--- src/rtl/core/dss_pkg.sv ---
// Shared types and codes of the disk seek scheduler.
// Holds the request and result beat structs, command, mode and register codes.
// No dependencies.
`timescale 1ns / 1ps
`default_nettype none

package dss_pkg;

   localparam int CYL_WIDTH   = 12;
   localparam int TOTAL_WIDTH = 20;
   localparam int TABLE_DEPTH_DEFAULT = 16;

   // command codes
   localparam logic [1:0] CMD_LOAD  = 2'd0;
   localparam logic [1:0] CMD_RUN   = 2'd1;
   localparam logic [1:0] CMD_CLEAR = 2'd2;

   // schedule modes
   localparam logic [2:0] MODE_FCFS  = 3'd0;
   localparam logic [2:0] MODE_SSTF  = 3'd1;
   localparam logic [2:0] MODE_SCAN  = 3'd2;
   localparam logic [2:0] MODE_CSCAN = 3'd3;
   localparam logic [2:0] MODE_LOOK  = 3'd4;
   localparam logic [2:0] MODE_CLOOK = 3'd5;

   // register indexes
   localparam logic [1:0] REG_MODE = 2'd0;
   localparam logic [1:0] REG_MIN  = 2'd1;
   localparam logic [1:0] REG_MAX  = 2'd2;

   typedef struct packed {
      logic [1:0]           cmd;
      logic [CYL_WIDTH-1:0] cylinder;
   } req_beat_type;

   typedef struct packed {
      logic [CYL_WIDTH-1:0]   position;
      logic [TOTAL_WIDTH-1:0] seek_total;
      logic                   last;
   } rsp_beat_type;

endpackage

`default_nettype wire

--- src/rtl/core/disk_seek_scheduler.sv ---
// Disk seek scheduler top level: request table, sequencer and shared seek unit.
// Depends on dss_pkg for beat structs and codes.
`timescale 1ns / 1ps
`default_nettype none

// Load and clear beats are taken in the idle state, which they do not leave,
// and register writes are always accepted. A run beat emits the head and then
// the seek sequence; the block stalls its request side until the last result
// sits in the output register. Every step goes through the single registered
// read port of the request table and one shared distance/saturating-add unit.
// FCFS reads and emits each entry in turn. SSTF scans the slots after slot i
// for the nearest entry and swaps it into slot i before emitting it. The sweep
// modes walk the whole table once per emitted position, plus one empty walk per
// sweep direction. The table needs no clearing pass after reset.
module disk_seek_scheduler #(
   parameter int TABLE_DEPTH = dss_pkg::TABLE_DEPTH_DEFAULT
) (
   input  wire                      clock,
   input  wire                      reset,
   input  wire                      req_valid,
   output logic                     req_stall,
   input  dss_pkg::req_beat_type    req_data,
   output logic                     rsp_valid,
   input  wire                      rsp_stall,
   output dss_pkg::rsp_beat_type    rsp_data,
   input  wire                      csr_valid,
   output logic                     csr_ready,
   input  wire [1:0]                csr_index,
   input  wire [dss_pkg::CYL_WIDTH-1:0] csr_data
);
   import dss_pkg::*;

   localparam int IDX_W = (TABLE_DEPTH > 1) ? $clog2(TABLE_DEPTH) : 1;
   localparam int CNT_W = $clog2(TABLE_DEPTH + 1);
   localparam int CW    = CYL_WIDTH;
   localparam int TW    = TOTAL_WIDTH;

   typedef enum logic [3:0] {
      ST_IDLE, ST_F_RD, ST_F_CAP, ST_S_RD, ST_S_CAP, ST_F_EMIT,
      ST_W_RD, ST_W_CAP, ST_W_END, ST_W_MIN, ST_W_TURN, ST_FINISH
   } state_type;

   state_type           state_ff;
   logic [2:0]          mode_ff;
   logic [CW-1:0]       min_ff, max_ff;
   logic [CNT_W-1:0]    count_ff;
   logic [CW-1:0]       mem [TABLE_DEPTH];
   logic [CW-1:0]       rdata_ff;
   logic [IDX_W-1:0]    i_ff, j_ff, k_ff;
   logic [CW-1:0]       cur_ff, cur_i_ff, best_d_ff, head_ff, bound_ff, best_ff;
   logic [TW-1:0]       total_ff;
   logic [CW-1:0]       pend_pos_ff;
   logic [TW-1:0]       pend_total_ff;
   logic                phase_ff, found_ff, emitted_min_ff;
   logic                rsp_valid_ff;
   rsp_beat_type        rsp_data_ff;

   logic                out_free, req_acc, emit_fire;
   logic [IDX_W-1:0]    rd_addr;
   logic                mem_we;
   logic [IDX_W-1:0]    mem_waddr;
   logic [CW-1:0]       mem_wdata;
   logic [CW-1:0]       dist_b, dist_v, emit_val;
   logic [TW-1:0]       addend;
   logic [TW:0]         sum;
   logic [TW-1:0]       total_in;
   logic                asc, stop_min, cand, better;
   logic [CNT_W-1:0]    i_next, j_next, k_next;

   assign out_free  = !rsp_valid_ff || !rsp_stall;
   assign req_stall = (state_ff != ST_IDLE);
   assign req_acc   = req_valid && !req_stall;
   assign csr_ready = 1'b1;
   assign rsp_valid = rsp_valid_ff;
   assign rsp_data  = rsp_data_ff;

   assign asc      = (mode_ff == MODE_SCAN) || (mode_ff == MODE_LOOK);
   assign stop_min = (mode_ff == MODE_SCAN) || (mode_ff == MODE_CSCAN);
   assign i_next   = CNT_W'(i_ff) + CNT_W'(1);
   assign j_next   = CNT_W'(j_ff) + CNT_W'(1);
   assign k_next   = CNT_W'(k_ff) + CNT_W'(1);

   // a result beat is loaded into the output register this cycle
   assign emit_fire = out_free && ((state_ff == ST_F_EMIT) || (state_ff == ST_FINISH) ||
                      (state_ff == ST_W_END && found_ff) ||
                      (state_ff == ST_W_MIN && stop_min && head_ff > min_ff &&
                       !emitted_min_ff));

   // value emitted by the current state
   always_comb begin
      unique case (state_ff)
         ST_F_EMIT: emit_val = cur_i_ff;
         ST_W_MIN:  emit_val = min_ff;
         default:   emit_val = best_ff;
      endcase
   end

   // shared distance and saturating add unit
   assign dist_b = (state_ff == ST_F_CAP || state_ff == ST_S_CAP) ? rdata_ff : emit_val;
   assign dist_v = (cur_ff > dist_b) ? (cur_ff - dist_b) : (dist_b - cur_ff);
   always_comb begin
      if (state_ff == ST_W_TURN) begin
         addend = (max_ff >= min_ff) ? TW'(max_ff - min_ff) : '0;
      end else begin
         addend = TW'(dist_v);
      end
   end
   assign sum      = {1'b0, total_ff} + {1'b0, addend};
   assign total_in = sum[TW] ? {TW{1'b1}} : sum[TW-1:0];

   // sweep candidate test on the entry just read
   always_comb begin
      if (!phase_ff) begin
         cand   = (rdata_ff < bound_ff) && (rdata_ff >= min_ff);
         better = !found_ff || (rdata_ff > best_ff);
      end else if (asc) begin
         cand   = (rdata_ff > bound_ff) && (rdata_ff <= max_ff);
         better = !found_ff || (rdata_ff < best_ff);
      end else begin
         cand   = (rdata_ff < bound_ff) && (rdata_ff > head_ff);
         better = !found_ff || (rdata_ff > best_ff);
      end
   end

   // table read address and write port
   always_comb begin
      unique case (state_ff)
         ST_S_RD: rd_addr = j_ff;
         ST_W_RD: rd_addr = k_ff;
         default: rd_addr = i_ff;
      endcase
      mem_we    = 1'b0;
      mem_waddr = i_ff;
      mem_wdata = cur_i_ff;
      priority if (state_ff == ST_IDLE) begin
         mem_we    = req_acc && (req_data.cmd == CMD_LOAD) &&
                     (count_ff != CNT_W'(TABLE_DEPTH));
         mem_waddr = count_ff[IDX_W-1:0];
         mem_wdata = req_data.cylinder;
      end else if (state_ff == ST_S_CAP) begin
         mem_we    = (dist_v < best_d_ff);
         mem_waddr = j_ff;
      end else if (state_ff == ST_F_EMIT) begin
         mem_we    = out_free && (mode_ff == MODE_SSTF);
      end
   end

   // request table memory
   always_ff @(posedge clock) begin
      if (mem_we) begin
         mem[mem_waddr] <= mem_wdata;
      end
      rdata_ff <= mem[rd_addr];
   end

   // configuration registers
   always_ff @(posedge clock) begin
      if (reset) begin
         mode_ff <= MODE_FCFS;
         min_ff  <= '0;
         max_ff  <= '1;
      end else if (csr_valid && csr_ready) begin
         unique case (csr_index)
            REG_MODE: mode_ff <= csr_data[2:0];
            REG_MIN:  min_ff  <= csr_data;
            REG_MAX:  max_ff  <= csr_data;
            default:  ;
         endcase
      end
   end

   // sequencer, running position/total and output register
   always_ff @(posedge clock) begin
      if (reset) begin
         state_ff     <= ST_IDLE;
         count_ff     <= '0;
         rsp_valid_ff <= 1'b0;
         cur_ff       <= '0;
         total_ff     <= '0;
      end else begin
         if (emit_fire) begin
            rsp_valid_ff <= 1'b1;
         end else if (!rsp_stall) begin
            rsp_valid_ff <= 1'b0;
         end
         unique case (state_ff)
            ST_IDLE: begin
               if (req_acc) begin
                  unique case (req_data.cmd)
                     CMD_LOAD: begin
                        if (count_ff != CNT_W'(TABLE_DEPTH)) begin
                           count_ff <= count_ff + CNT_W'(1);
                        end
                     end
                     CMD_CLEAR: count_ff <= '0;
                     CMD_RUN: begin
                        cur_ff         <= req_data.cylinder;
                        head_ff        <= req_data.cylinder;
                        bound_ff       <= req_data.cylinder;
                        total_ff       <= '0;
                        pend_pos_ff    <= req_data.cylinder;
                        pend_total_ff  <= '0;
                        i_ff           <= '0;
                        k_ff           <= '0;
                        phase_ff       <= 1'b0;
                        found_ff       <= 1'b0;
                        emitted_min_ff <= 1'b0;
                        if (mode_ff == MODE_FCFS || mode_ff == MODE_SSTF) begin
                           state_ff <= (count_ff == '0) ? ST_FINISH : ST_F_RD;
                        end else if (mode_ff <= MODE_CLOOK) begin
                           state_ff <= (count_ff == '0) ? ST_W_END : ST_W_RD;
                        end else begin
                           state_ff <= ST_FINISH;
                        end
                     end
                     default: ;
                  endcase
               end
            end
            ST_F_RD: state_ff <= ST_F_CAP;
            ST_F_CAP: begin
               cur_i_ff  <= rdata_ff;
               best_d_ff <= dist_v;
               if (mode_ff == MODE_SSTF && i_next != count_ff) begin
                  j_ff     <= i_next[IDX_W-1:0];
                  state_ff <= ST_S_RD;
               end else begin
                  state_ff <= ST_F_EMIT;
               end
            end
            ST_S_RD: state_ff <= ST_S_CAP;
            ST_S_CAP: begin
               if (dist_v < best_d_ff) begin
                  cur_i_ff  <= rdata_ff;
                  best_d_ff <= dist_v;
               end
               if (j_next == count_ff) begin
                  state_ff <= ST_F_EMIT;
               end else begin
                  j_ff     <= j_next[IDX_W-1:0];
                  state_ff <= ST_S_RD;
               end
            end
            ST_F_EMIT: begin
               if (out_free) begin
                  rsp_data_ff   <= '{pend_pos_ff, pend_total_ff, 1'b0};
                  pend_pos_ff   <= emit_val;
                  pend_total_ff <= total_in;
                  cur_ff        <= emit_val;
                  total_ff      <= total_in;
                  if (i_next == count_ff) begin
                     state_ff <= ST_FINISH;
                  end else begin
                     i_ff     <= i_next[IDX_W-1:0];
                     state_ff <= ST_F_RD;
                  end
               end
            end
            ST_W_RD: state_ff <= ST_W_CAP;
            ST_W_CAP: begin
               if (cand && better) begin
                  best_ff  <= rdata_ff;
                  found_ff <= 1'b1;
               end
               if (k_next == count_ff) begin
                  state_ff <= ST_W_END;
               end else begin
                  k_ff     <= k_next[IDX_W-1:0];
                  state_ff <= ST_W_RD;
               end
            end
            ST_W_END: begin
               if (!found_ff) begin
                  state_ff <= phase_ff ? ST_FINISH : ST_W_MIN;
               end else if (out_free) begin
                  rsp_data_ff   <= '{pend_pos_ff, pend_total_ff, 1'b0};
                  pend_pos_ff   <= emit_val;
                  pend_total_ff <= total_in;
                  cur_ff        <= emit_val;
                  total_ff      <= total_in;
                  bound_ff      <= best_ff;
                  if (!phase_ff && best_ff == min_ff) begin
                     emitted_min_ff <= 1'b1;
                  end
                  found_ff <= 1'b0;
                  k_ff     <= '0;
                  state_ff <= ST_W_RD;
               end
            end
            ST_W_MIN: begin
               // minimum stop for scan and c-scan
               if (stop_min && head_ff > min_ff && !emitted_min_ff) begin
                  if (out_free) begin
                     rsp_data_ff   <= '{pend_pos_ff, pend_total_ff, 1'b0};
                     pend_pos_ff   <= emit_val;
                     pend_total_ff <= total_in;
                     cur_ff        <= emit_val;
                     total_ff      <= total_in;
                     state_ff      <= ST_W_TURN;
                  end
               end else begin
                  state_ff <= ST_W_TURN;
               end
            end
            ST_W_TURN: begin
               // c-scan jumps to the upper limit without a result
               if (mode_ff == MODE_CSCAN) begin
                  total_ff <= total_in;
                  cur_ff   <= max_ff;
               end
               phase_ff <= 1'b1;
               found_ff <= 1'b0;
               k_ff     <= '0;
               bound_ff <= asc ? head_ff : max_ff;
               state_ff <= (count_ff == '0) ? ST_FINISH : ST_W_RD;
            end
            ST_FINISH: begin
               if (out_free) begin
                  rsp_data_ff  <= '{pend_pos_ff, pend_total_ff, 1'b1};
                  state_ff     <= ST_IDLE;
               end
            end
            default: state_ff <= ST_IDLE;
         endcase
      end
   end

   // table fill never passes its depth
   a_count_bound: assert property (@(posedge clock) disable iff (reset)
      count_ff <= CNT_W'(TABLE_DEPTH))
      else $error("request count beyond table depth");

   // last beat leaves the sequencer idle
   a_finish_idle: assert property (@(posedge clock) disable iff (reset)
      (state_ff == ST_FINISH && out_free) |=> (state_ff == ST_IDLE && rsp_valid_ff))
      else $error("finish did not load last beat");

   // running total never falls within a run
   a_total_mono: assert property (@(posedge clock) disable iff (reset)
      (state_ff != ST_IDLE && $past(state_ff) != ST_IDLE) |-> total_ff >= $past(total_ff))
      else $error("seek total decreased");

endmodule

`default_nettype wire

--- config.mk ---
export PLATFORM = sky130hd
export DESIGN_NAME = disk_seek_scheduler
export DESIGN_NICKNAME = d
export VERILOG_FILES = /design/src/rtl/core/dss_pkg.sv /design/src/rtl/core/disk_seek_scheduler.sv
export SDC_FILE = /design/constraint.sdc
export NUM_CORES = 1
export LEC_CHECK = 0
export BUFFER_PORTS_ARGS = -buffer_cell sky130_fd_sc_hd__buf_2
export CAP_MARGIN = 10
export CORE_MARGIN = 4
export CORE_UTILIZATION = 35
export CTS_BUF_LIST = sky130_fd_sc_hd__clkbuf_2 sky130_fd_sc_hd__clkbuf_4 sky130_fd_sc_hd__clkbuf_8
export CTS_CLUSTER_SIZE = 28
export DETAILED_ROUTE_END_ITERATION = 8
export PLACE_DENSITY_LB_ADDON = 0.1
export SETUP_SLACK_MARGIN = 0.15
export SYNTH_ARGS = -nofsm -noshare
export SYNTH_HDL_FRONTEND = slang
export SYNTH_SLANG_ARGS = --single-unit
--- constraint.sdc ---
create_clock -name clock -period 7.2 [get_ports clock]
set_input_delay 0.72 -clock clock [delete_from_list [all_inputs] [get_ports clock]]
set_output_delay 0.72 -clock clock [all_outputs]
set_load 0.01 [all_outputs]
==> results of run 1 <==
[metrics by stage]
step	area [µm²]	utilization [%]	hold slack, ps
after global placement	24100	38.0	454
after CTS	25800	40.7	244
after global routing	25900	40.8	267
final	25900	40.8	303
after detailed placement	24100	38.0	460
after floorplan	22600	-	439
[metal layers]
metal / part of all wire (%) / GRT usage, %
met1: 45 / 25.9
met2: 48 / 32.7
met3: 4.2 / 3.43
met4: 3.2 / 6.85
met5: 0 / 0
[logic make-up (layout without fill, tap and decap cells)]
| group | count (synthesis) | count (layout) | share of synthesized area [%] |
|---|---|---|---|
| and+or+nand+nor | 648 | 648 | 14.0 |
| xor gates and xnor gates | 62 | 62 | 2.41 |
| muxes | 69 | 69 | 3.14 |
| other | 1 | 3 | 0.0166 |
| AOI/OAI and AO/OA | 533 | 533 | 16.5 |
| adders and majority gates | 149 | 149 | 8.40 |
| DFF | 413 | 413 | 51.4 |
| buffers and inverters | 224 | 400 | 4.09 |
[cell usage in the layout, fill, tap and decap left out, types with 14 or more instances in the layout]
cell type	count
mux2i_1	56
nand4_1	21
buf_4	71
edfxtp_1	332
xnor2_1	41
and2_1	84
nor3_1	23
a21oi_1	113
a311oi_1	26
nor2b_1	14
a211o_1	17
nand3_1	19
o21a_1	17
dfxtp_1	79
inv_1	116
clkbuf_8	89
nor2_1	153
a22oi_1	32
nand2_1	235
a211oi_1	96
a31oi_1	38
clkbuf_4	30
ha_1	145
buf_2	67
o21ai_0	69
a21o_1	27
nand2b_1	17
xor2_1	20
[layout make-up]
type                       instances  area share, %
tap                              846           4.09
clock buffer                     119           5.60
clock inverter                    22           1.00
inverter                         119           1.73
antenna                            2         0.0193
multi-input combinational       1462           39.3
sequential                       413           44.8
timing repair buffer             140           3.44
[worst max-delay path: cells and delay by family, from the launching register on]
family,cells,cell delay (ps)
buffers and inverters,2,420
AND/OR/NAND/NOR,7,1680
AO/OA/AOI/OAI,11,2120
flip-flops,1,420
XOR/XNOR,1,230
adder cells (fa/ha/maj),2,750
multiplexers,2,700
[state kept, by name, summed over array words and instances (netlist names), 20 cells and up]
signal         cells
rsp_data          33
total_ff          20
pend_total_ff     20
mem              192
[where the power goes]
| part | internal (µW) | total, µW | switching [µW] |
|---|---|---|---|
| Sequential | 3370 | 3590 | 219 |
| Clock | 1470 | 2510 | 1040 |
| Combinational | 1660 | 4780 | 3130 |
| Total | 6500 | 10900 | 4380 |
[final timing paths]
path                               endpoint  depth (start not counted)                 startpoint  slack [ps]
max          pend_total_ff[7]$_SDFFCE_PP0P_                         25   state_ff[2]$_SDFFE_PP0P_         570
min reg2reg       total_ff[17]$_SDFFE_PP0P_                          1  total_ff[17]$_SDFFE_PP0P_         480
max reg2reg  pend_total_ff[7]$_SDFFCE_PP0P_                         25   state_ff[2]$_SDFFE_PP0P_         570
min                  max_ff[4]$_SDFFE_PP1P_                          2                csr_data[4]         300
[timing repair]
item                                    in CTS  in global routing
endpoints found under the setup margin       0                 51
hold buffers                                 0                  0
gates resized for setup                      0                 10
==> flow_metrics.tcl, run 1 <==
set metrics [dict create \
    status "finished, final reports clean" \
    synthMostInstantiatedCell "edfxtp_1" \
    ys_ff_latch 413 \
    numCtsBuffers 80 \
    grt_first_pass_wirelength_mm 103 \
    seqCellArea_um2 11600 \
    synth_common_cells "edfxtp_1, nand2_1, nor2_1" \
    cts_setup_buffers 0 \
    fp.dieW_um 262 \
    p_total_uw 10900 \
    synth_enable_flop_cells 332 \
    antenna_left 0 \
    leakage_uw 0.00996 \
    path_max_fanout 14 \
    setup_viol 0 \
    tns_ps 0 \
    pre_cts_slack_ps 303 \
    track_usage_pct 19.6 \
    via_count 16700 \
    period_share_pct 92.1 \
    clock.fmax_mhz 151 \
    hpwl_mm 48.3 \
    drt_iter0_drc 1214 \
    die_h_um 262 \
    insertion_delay_ps 660 \
    slew_violations 0 \
    viasPerCell 5.35 \
    antenna_found_initial 2 \
    critPathKind "reg -> reg" \
    cap_violations 0 \
    yosysUniqueCellTypes 98 \
    cts_tree "yes" \
    cts_max_path_buffers 3 \
    critPathSlowestCell "or3_4" \
    io_buffers 67 \
    syn_to_final_growth_pct 14.7 \
    rsz0062_at_grt "no" \
    grt_overflow_total 0 \
    finalHoldViolations 0 \
    wl_per_cell_um 21.8 \
    critPathLaunchType "flip-flop" \
    grt_max_degree 85 \
    crit_required_ps 7570 \
    synth.avg_cell_area_um2 10.7 \
    synth_area_leaders "edfxtp_1, ha_1, dfxtp_1, nand2_1, a211oi_1" \
    yosysSeqAreaShare_pct 51.4 \
    slew_headroom_pct 23.7 \
    htree_levels 3 \
    core_area_um2 63400 \
    critPathCaptureType "flip-flop" \
    num_rows 92 \
    power.density_nw_per_um2 420 \
    clock_skew_ps 28.4 \
    synth_nets 2281 \
    worst_pin_slew_ps 1130 \
    ir_worst_vdd_mv 0.146 \
    multi_input_area_um2 10200 \
    slowest_delay_ps 460 \
    placedCellCount 2978 \
    nets 2398 \
    instances_no_fill 3123 \
    drtPass1Iterations 7 \
    drive_gt1_share_pct 15.6 \
    syn_area_um2 22600 \
    hp-class "in -> reg" \
    grt_pass1_vias 16500 \
    timing.critical_path.arrival_ps 7010 \
    clockRootBuffer "clkbuf_8" \
    drc 0 \
    synth_cells 2099 \
    n_fill_cell 6186 \
    gp_congestion 0.919 \
    initial_core_util_pct 35.6 \
    clkSinkCount 413 \
    synth_async_sr_flop_share_pct 0 \
    synth_top_area_share_pct 44.2 \
    synth_top_cell_by_area "edfxtp_1" \
    fin_crit_ps 6630 \
    fin_ws_ps 566 \
    wirelength_mm 67.9 \
    synthFlopType "edfxtp_1" \
    synth_warnings 0 \
    clk_pin_slew_ps 60 \
    die-area_um2 68600 \
    io_pins 69 \
]
No activity file was read; power rests on OpenSTA's default activity.
==> inputs of run 2 (changes only) <==
--- a/config.mk
+++ b/config.mk
@@ -5,6 +5,7 @@
 export SDC_FILE = /design/constraint.sdc
 export NUM_CORES = 1
 export LEC_CHECK = 0
+export ABC_AREA = 1
 export BUFFER_PORTS_ARGS = -buffer_cell sky130_fd_sc_hd__buf_2
 export CAP_MARGIN = 10
 export CORE_MARGIN = 4
==> run 2 against run 1 <==
  * Register-to-register slack improved by 270 ps
  * Via count rose by 23%
  * Global-route usage rose by 3.4 points
  * Non-clock buffer count fell by 33
  * Largest cell class unchanged
  * Utilization fell by 0.86 points
  * Largest power group unchanged
  * Cell count rose by 25%
  * Total power fell by 0.39%
  * Synthesized cell count rose by 37%
  * Sequential share of layout area fell by 1.7 points
==> flow_metrics.tcl, run 2 <==
set metrics [dict create \
    status "finished, final reports clean" \
    clk_pin_slew_ps 60 \
    power.density_nw_per_um2 403 \
    rsz0062_at_grt "no" \
    p_total_uw 10800 \
    num_rows 95 \
    via_count 20500 \
    synth_enable_flop_cells 332 \
    htree_levels 3 \
    synth.avg_cell_area_um2 8.32 \
    path_max_fanout 15 \
    crit_buf_inv 6 \
    grt_pass1_vias 19800 \
    synth_warnings 0 \
    clkSinkCount 413 \
    ir_worst_vdd_mv 0.170 \
    synth_area_leaders "edfxtp_1, nand2_1, ha_1, dfxtp_1, inv_1" \
    antenna_left 0 \
    crit_top_cell "nand2_1" \
    yosysSeqAreaShare_pct 48.5 \
    drc 0 \
    layout_common_cells "nand2_1, inv_1, edfxtp_1" \
    synthFlopType "edfxtp_1" \
    wl_per_cell_um 21.9 \
    grt_overflow_total 0 \
    die-area_um2 72500 \
    antenna_found_initial 9 \
    slowest_delay_ps 440 \
    track_usage_pct 23.0 \
    synth_cells 2870 \
    hold_start "csr_data[6]" \
    synth_nets 3052 \
    cp_top_family "simple AND/OR/NAND/NOR gates" \
    finalHoldViolations 0 \
    crit_required_ps 7600 \
    gp_congestion 0.933 \
    drt_iter0_drc 1816 \
    critPathKind "reg -> reg" \
    final_common_cell "nand2_1" \
    pre_cts_slack_ps 946 \
    initial_core_util_pct 35.4 \
    clock.fmax_mhz 157 \
    ys_ff_latch 413 \
    timing.critical_path.arrival_ps 6770 \
    fin_crit_ps 6370 \
    cts_tree "yes" \
    cts_setup_buffers 0 \
    nets 3137 \
    core_area_um2 67400 \
    setup_viol 0 \
    io_buffers 67 \
    worst_pin_slew_ps 1200 \
    slew_violations 0 \
    clockRootBuffer "clkbuf_8" \
    largest-register "mem" \
    viasPerCell 5.26 \
    fin_ws_ps 833 \
    synth_top_cell_by_area "edfxtp_1" \
    cts_max_path_buffers 3 \
    syn_to_final_growth_pct 12.7 \
    tns_ps 0 \
    largest_register_ffs 192 \
    yosysUniqueCellTypes 52 \
    io_pins 69 \
    period_share_pct 88.4 \
    crit_start "state_ff[0]$_SDFFE_PP0P_" \
    cap_violations 0 \
    grt_max_degree 97 \
    critPathCaptureType "flip-flop" \
    critPathLaunchType "flip-flop" \
    synthMostInstantiatedCell "nand2_1" \
    hpwl_mm 62.1 \
    drive_gt1_share_pct 10.2 \
    synth_async_sr_flop_share_pct 0 \
    critPathSlowestCell "inv_1" \
    wirelength_mm 85.4 \
    die_h_um 269 \
    insertion_delay_ps 710 \
    slew_headroom_pct 19.9 \
    syn_area_um2 23900 \
    fp.dieW_um 269 \
    reg2reg_from "state_ff[0]$_SDFFE_PP0P_" \
    grt_first_pass_wirelength_mm 127 \
    numCtsBuffers 76 \
    synth_common_cells "nand2_1, inv_1, edfxtp_1" \
    drtPass1Iterations 6 \
    leakage_uw 0.0119 \
    hp-class "in -> reg" \
    synth_top_area_share_pct 41.7 \
    clock_skew_ps 52.4 \
]
[run 2: changes by cell type in the layout (fill, tap and decap cells not counted), sizes merged, moves of 33 or more]
cell    delta
a211oi    -96
inv      +325
a31oi     -37
buf       -33
mux2i     -56
o21ai     +51
and2      -86
nand3    +290
nand2    +540
[run 2: metrics by stage]
stage | instances | hold WS, ps | cell area [µm²] | utilization, %
2_1_floorplan | 2870 | 448 | 23900 | -
3_3_place_gp | 3749 | 459 | 25200 | 37.5
3_5_place_dp | 3749 | 465 | 25200 | 37.5
4_1_cts | 3891 | 228 | 26900 | 39.9
5_1_grt | 3896 | 259 | 26900 | 39.9
6_report | 3897 | 286 | 26900 | 39.9
[run 2: worst paths after layout]
path / slack (ps) / depth (start not counted) / endpoint
min: 290 / 3 / max_ff[6]$_SDFFE_PP1P_
min reg2reg: 470 / 2 / total_ff[7]$_SDFFE_PP0P_
max reg2reg: 830 / 28 / pend_total_ff[12]$_SDFFCE_PP0P_
max: 830 / 28 / pend_total_ff[12]$_SDFFCE_PP0P_
[run 2: where the power goes]
part | leakage, µW | internal, µW | switching [µW]
logic | 0.00737 | 1360 | 3400
registers | 0.00368 | 3270 | 339
clock network | 0.000874 | 1370 | 1090
[run 2: area by class of cell]
type                            count  area, µm²
Clock inverter                     30        319
Fill cell                        6873      40500
Antenna cell                        5       12.5
Timing Repair Buffer              107        636
Multi-Input combinational cell   1915      10300
Inverter                          442       1660
Sequential cell                   413      11600
Tap cell                          873       1090
Clock buffer                      112       1340
[run 2: logic make-up after synthesis]
| family | share of synthesized area [%] |
|---|---|
| and+or+nand+nor | 24.5 |
| buffers and inverters | 8.96 |
| DFF | 48.5 |
| AOI/OAI and AO/OA | 8.59 |
| adders and majority gates | 7.93 |
| xor gates and xnor gates | 1.39 |
| other | 0.0157 |
| muxes | 0.0419 |
[run 2: worst min-delay path: cells and delay by family]
family	cells	cell delay, ps
buffers and inverters	1	100
AOI/OAI and AO/OA	1	60
and+or+nand+nor	1	50
[run 2: per-layer routing]
layer / vias up / part of all wire, % / GRT usage [%]
met5: - / 0 / 0
met4: 0 / 2.8 / 6.39
met3: 174 / 7.5 / 4.27
met2: 787 / 43 / 35.2
met1: 9833 / 46 / 33.5
li1: 9715 / - / -
[run 2: repair_timing]
item,4_1_cts,5_1_grt
hold endpoints to repair,0,0
endpoints found under the setup margin,0,1
gates resized for setup,0,1
hold buffers,0,0
